==> src/rtl/rhd_pkg.sv <==
// ----------------------------------------------------------------------------
// rhd_pkg
// Constants and types of the 2x2 box downscaler.
// ----------------------------------------------------------------------------
package rhd_pkg;

	// Largest output row length the line store holds.
	localparam int MAX_OUT_WIDTH = 1024;

	localparam int CHAN_W = 8;
	localparam int PAIR_W = CHAN_W + 1;
	localparam int NUM_CH = 3;
	localparam int PIX_W  = NUM_CH * CHAN_W;
	localparam int LINE_W = NUM_CH * PAIR_W;
	localparam int CFG_W  = 11;

	// Line store index, source column count, effective width.
	localparam int IDX_W = (MAX_OUT_WIDTH > 1) ? $clog2(MAX_OUT_WIDTH) : 1;
	localparam int COL_W = $clog2(2 * MAX_OUT_WIDTH);
	localparam int WID_W = $clog2(MAX_OUT_WIDTH + 1);
	localparam int CNT_W = ((COL_W > WID_W) ? COL_W : WID_W) + 1;

	// One output pixel with its end-of-row mark.
	typedef struct packed {
		logic              last_in_row;
		logic [CHAN_W-1:0] chan2;
		logic [CHAN_W-1:0] chan1;
		logic [CHAN_W-1:0] chan0;
	} result_t;

endpackage

==> src/rtl/rhd_outbuf.sv <==
// ----------------------------------------------------------------------------
// rhd_outbuf
// Output register with a skid stage; ready toward the datapath is registered.
// ----------------------------------------------------------------------------
module rhd_outbuf (
	input  logic             clk,
	input  logic             arst_n,
	input  logic             push,
	input  rhd_pkg::result_t push_data,
	output logic             space,
	output logic             out_valid,
	input  logic             out_ready,
	output rhd_pkg::result_t out_data
);
	import rhd_pkg::*;

	logic    out_valid_q;
	logic    skid_valid_q;
	result_t out_data_q;
	result_t skid_data_q;
	logic    load;

	// Output register may load when empty or being drained
	assign load = !out_valid_q || out_ready;

	// Control
	always_ff @(posedge clk or negedge arst_n) begin
		if (!arst_n) begin
			out_valid_q  <= 1'b0;
			skid_valid_q <= 1'b0;
		end else if (load) begin
			out_valid_q  <= skid_valid_q || push;
			skid_valid_q <= 1'b0;
		end else if (push) begin
			skid_valid_q <= 1'b1;
		end
	end

	// Payload: skid entry goes first, it is older than any new push
	always_ff @(posedge clk) begin
		if (load) begin
			out_data_q <= skid_valid_q ? skid_data_q : push_data;
		end else if (push) begin
			skid_data_q <= push_data;
		end
	end

	assign space     = !skid_valid_q;
	assign out_valid = out_valid_q;
	assign out_data  = out_data_q;

endmodule

==> config.mk <==
export PLATFORM = sky130hd
export DESIGN_NAME = rhd_outbuf
export DESIGN_NICKNAME = d
export VERILOG_FILES = /design/src/rtl/rhd_pkg.sv /design/src/rtl/rhd_outbuf.sv
export SDC_FILE = /design/constraint.sdc
export NUM_CORES = 1
export LEC_CHECK = 0
export CORE_MARGIN = 1
export CORE_UTILIZATION = 55
export DETAILED_ROUTE_END_ITERATION = 7
export DONT_BUFFER_PORTS = 1
export PLACE_DENSITY = 0.79
export SLEW_MARGIN = 10
export SYNTH_ARGS = -nofsm -noshare
export SYNTH_HDL_FRONTEND = slang
export SYNTH_SLANG_ARGS = --single-unit
==> constraint.sdc <==
create_clock -name clk -period 5.2 [get_ports clk]
set_input_delay 0 -clock clk [delete_from_list [all_inputs] [get_ports clk]]
set_output_delay 0 -clock clk [all_outputs]
set_load 0.005 [all_outputs]
* Word-level counts from Yosys, hierarchy flattened
Index checks and enable logic that the tools add are counted.
** Word-level totals
- Output and inout bits :: 27
- Logic and storage cells :: 20
- Bits in registers :: 52
** Cells by class
- Bitwise gates (word level) :: 1
- Reduce and logical (&&, ||, !) cells :: 6
- Muxes and demuxes :: 3
** Operators with widths (number)
- 25-bit 2-to-1 mux :: 1
- 1-bit logical NOT :: 2
- 1-bit logical OR :: 2
- 1-bit 2-to-1 mux :: 2
- 2-bit AND reduction :: 1
- 2-bit nonzero test :: 1
- 1-bit NOT :: 1

* Longest topological paths before layout
- Depth in word-level cells :: 4
- Depth in mapped cells :: 4

* Least setup slack after synthesis
OpenSTA, ideal clock, no wires.
- Kind :: reg2reg
- From :: reg out_valid_q (netlist: out_valid)
- To :: reg skid_data_q[0] (netlist bit) (enable)
- Setup slack :: 2.667 ns
- Stages on the path, launching flop included :: 3
- Library setup time :: 0.407 ns
- Required time :: 4.793 ns
- Buffers on the path :: 0
- Arrival time :: 2.126 ns
- Clock period less this slack :: 2.533 ns
- Path through :: dfrtp_1 -> nand2b_1 -> nor2_1
** Between the ends
- Word-level cells in the longest chain between the ends :: 4
** Ends and longest elaborated chain
- start, declared :: RTL line rhd_outbuf.sv:17 : logic out_valid_q;
- start signal, assigned :: RTL line rhd_outbuf.sv:32 : out_valid_q <= skid_valid_q || push;
- 1-bit logical NOT :: RTL line rhd_outbuf.sv:24 : assign load = !out_valid_q || out_ready;
- 1-bit logical OR :: RTL line rhd_outbuf.sv:24
- via load :: RTL line rhd_outbuf.sv:21 : logic load;
- 1-bit NOT (no line)
- 2-bit AND reduction (no line)
- end signal, assigned :: RTL line rhd_outbuf.sv:44 : skid_data_q <= push_data;
- end, declared :: RTL line rhd_outbuf.sv:20 : result_t skid_data_q;
The timed path passes the listed nets, and every way through them passes these cells.
A chain may end at the register's enable or synchronous reset.

* Worst setup path in the final report
- From :: reg skid_valid_q
- To :: reg out_data_q, in the netlist out_data[19], data pin
** Between the ends
- Word-level cells in the longest chain between the ends :: 1
** Ends and longest elaborated chain
- start, declared :: RTL line rhd_outbuf.sv:18 : logic skid_valid_q;
- start signal, assigned :: RTL line rhd_outbuf.sv:30 : skid_valid_q <= 1'b0;
- start signal, assigned :: RTL line rhd_outbuf.sv:33 : skid_valid_q <= 1'b0;
- start signal, assigned :: RTL line rhd_outbuf.sv:35 : skid_valid_q <= 1'b1;
- 25-bit 2-to-1 mux :: RTL line rhd_outbuf.sv:42 : out_data_q <= skid_valid_q ? skid_data_q : push_data;
- end signal, assigned :: RTL line rhd_outbuf.sv:42
- end, declared :: RTL line rhd_outbuf.sv:19 : result_t out_data_q;
No other way between the ends.

==> summary.md <==
| Metric | Value |
|---|---|
| Count of final setup violators | `0` |
| Final worst-path cycle share | `about a third` |
| Actual transition at the worst max-transition pin | `0.691 ns` |
| Count of state elements after synthesis | `52` |
| Antenna violations before repair | `0` |
| Nets in the synthesized netlist | `116` |
| Worst Slack Setup Final | `roughly 3.4 ns` |
| Power Total | `0.801 mW` |
| First-pass GRT wire length | `~4.6 mm` |
| Most repeated cell in the gate-level netlist after synthesis | `sky130_fd_sc_hd__edfxtp_1` |
| Number of levels in the clock H-tree | `2` |
| Commonest cells in the netlist | `50 x sky130_fd_sc_hd__edfxtp_1, 18 x sky130_fd_sc_hd__mux2_4, 7 x sky130_fd_sc_hd__mux2_2, 3 x sky130_fd_sc_hd__nor2_1` |
| Total iterations of the first detailed-routing run | `3` |
| Cell area after layout | `~2400 um^2` |
| Area share of the largest cell type after synthesis | `75.8%` |
| Final clock skew | `0.0188 ns` |
| Crit path kind | `reg -> reg` |
| CP Launch Type | `flip-flop` |
| Setup repair after global routing missed its margin | `false` |
| Most used flip-flop cell after synthesis | `sky130_fd_sc_hd__edfxtp_1` |
| Remaining global-route overflow | `0` |
| Total Neg Setup Slack | `0 ns` |
| Clock slew at reported path FFs | `approximately 0.14 ns` |
| CTS resizes | `0` |
| Number of core rows | `21` |
| GRT Resource Usage Total | `17.8%` |
| Worst ir drop on vdd | `0.000220 V` |
| Die Y | `a little over 60 um` |
| Min-delay worst type | `in -> reg` |
| Maximum frequency from static timing analysis | `about 570 MHz` |
| Setup Buffers After CTS | `0` |
| Crit path time final | `~1.8 ns` |
| Mapped Cells | `87` |
| Crit-path max FO | `15` |
| Worst setup EP type | `flip-flop` |
| Area Overhead vs Synth | `19.8%` |
| Worst hold start | `out_ready` |
| Effective utilization at floorplan | `about three fifths` |
| Number of placed I/O pins | `56` |
| Count of flip-flops with a built-in enable after synthesis | `50` |
| Area after DPL | `2010 um^2` |
| Clock insertion delay at the later pin of the skew report | `0.37 ns` |
| Worst setup slack before clock tree synthesis | `between 3 and 4 ns` |
| Antenna-violating nets left | `0` |
| Drt wl/cell | `about 18 um` |
| Via count of the first global-routing pass | `940` |
| CTS tree | `yes` |
| Relative max-transition margin | `53.9%` |
| WP data arrival | `between 1.5 and 2 ns` |
| Power density cells | `about 340 nW/um^2` |
| Total half-perimeter wirelength after legalization and detailed placement | `1.85 mm` |
| Summed instance area of the synthesized netlist | `1980 um^2` |
| Core region area | `between 3000 and 4000 um^2` |
| Final GP Congestion | `roughly 0.64` |
| DRC errors left | `0` |
| Status | `finished, final reports clean` |
| Share of synthesized flip-flops with an asynchronous set or reset | `3.85%` |
| Max_cap viols | `0` |
| Count of hold buffers inserted by post-cts repair | `28` |
| Die outline area | `3850 um^2` |
| Library cells used by synthesis | `10` |
| # diodes | `0` |
| Most area-hungry cell type in the Yosys netlist | `sky130_fd_sc_hd__edfxtp_1` |
| Leakage power figure | `0.857 nW` |
| Sink count of the clock tree | `52` |
| Final hold viol count | `0` |
| CTS max path bufs | `2` |
| Detailed-route wire length | `3.10 mm` |
| Yosys warns | `0` |
| Average cell area after synthesis | `between 20 and 25 um^2` |
| Worst setup path start | `skid_valid_q` |
| Die X | `62.0 um` |
| Core utilization of the finished layout | `70.0%` |
| Pin count of the biggest net entering global routing | `29` |
| Clock tree root buffer cell | `sky130_fd_sc_hd__clkbuf_4` |
| Via-per-instance ratio | `5.24` |
| Violation count after the first detailed-routing iteration | `31` |
| Vias after detailed routing | `885` |
| Number of max-slew violations in the final report | `0` |
| Clock buffers created by TritonCTS | `5` |
| Total of buffers placed on input and output ports | `0` |
| Share of post-route cells with drive strength above 1 | `30.1%` |
| Final nets | `151` |
| Area contributors post-synth | `sky130_fd_sc_hd__edfxtp_1 76%, sky130_fd_sc_hd__mux2_4 14%, sky130_fd_sc_hd__mux2_2 4.0%` |
| Critical R2R Launch | `skid_valid_q` |
| Share of synthesized area occupied by flip-flops and latches | `78.3%` |
| Required time at the worst-slack endpoint | `roughly 5.3 ns` |
## cell families (layout without fill, tap and decap cells)
| logic type | count (synthesis) | in the layout | synth area share, % |
|---|---|---|---|
| simple gates | 5 | 5 | 1.07 |
| mux | 25 | 25 | 17.6 |
| flops | 52 | 52 | 78.3 |
| buf+inv | 5 | 41 | 2.97 |
## layer usage
| layer | GRT usage (%) | routed length [um] |
|---|---|---|
| met3 | 4.97 | 159 |
| met2 | 30.2 | 1650 |
| met1 | 20.0 | 1230 |
| met4 | 10.8 | 59 |
| met5 | 0 | 0 |
## critical path, stage by stage, from the launching register on
cell and delay (ns):
sky130_fd_sc_hd__dfrtp_1 0.81, sky130_fd_sc_hd__buf_4 0.39, sky130_fd_sc_hd__mux2_4 0.33
## final cells by class
class / instances / area (um^2)
Fill cell: 213 / 1020
Inverter: 2 / 7.51
Sequential cell: 52 / 1550
Multi-Input combinational cell: 30 / 373
Timing Repair Buffer: 31 / 303
Clock buffer: 5 / 37.5
Clock inverter: 3 / 42.5
Tap cell: 46 / 57.6
## placed cells by master (no fill, tap or decap)
master                          instances
sky130_fd_sc_hd__nor2_1                 2
sky130_fd_sc_hd__dlygate4sd3_1         28
sky130_fd_sc_hd__dfrtp_1                2
sky130_fd_sc_hd__mux2_4                18
sky130_fd_sc_hd__mux2_2                 7
sky130_fd_sc_hd__nor2_2                 1
sky130_fd_sc_hd__edfxtp_1              50
sky130_fd_sc_hd__clkbuf_4               5
sky130_fd_sc_hd__inv_1                  2
sky130_fd_sc_hd__nand2_1                1
sky130_fd_sc_hd__nand2b_1               1
sky130_fd_sc_hd__buf_4                  3
sky130_fd_sc_hd__bufinv_16              1
sky130_fd_sc_hd__clkinv_2               1
sky130_fd_sc_hd__clkinvlp_4             1
## sequential cells by signal (all words and copies together), names as in the netlist
signal / count
out_data: 25
skid_data_q: 25
out_valid: 1
skid_valid_q: 1
## power by group
| group | total [mW] | internal (mW) | switching [mW] |
|---|---|---|---|
| combinational | 0.0679 | 0.0411 | 0.0268 |
| clock | 0.222 | 0.100 | 0.122 |
| sequential | 0.511 | 0.495 | 0.0159 |
## stage by stage
step                      std cells  hold slack (ns)
after floorplan                  87           -0.296
after global placement          133           -0.296
after detailed placement        133           -0.296
after CTS                       169            0.124
after global routing            169            0.162
final                           169            0.137
## final timing paths
path	endpoint	cells past startpoint	slack (ns)
setup / recovery	out_data[19]	2	3.44
hold / removal	out_valid	3	0.14
setup reg to reg	out_data[19]	2	3.44
hold reg to reg	out_data[21]	1	0.57
max in group asynchronous	skid_valid_q	2	4.66
min in group asynchronous	out_valid	2	0.41
Note: power is estimated with default switching activity, not from simulation.
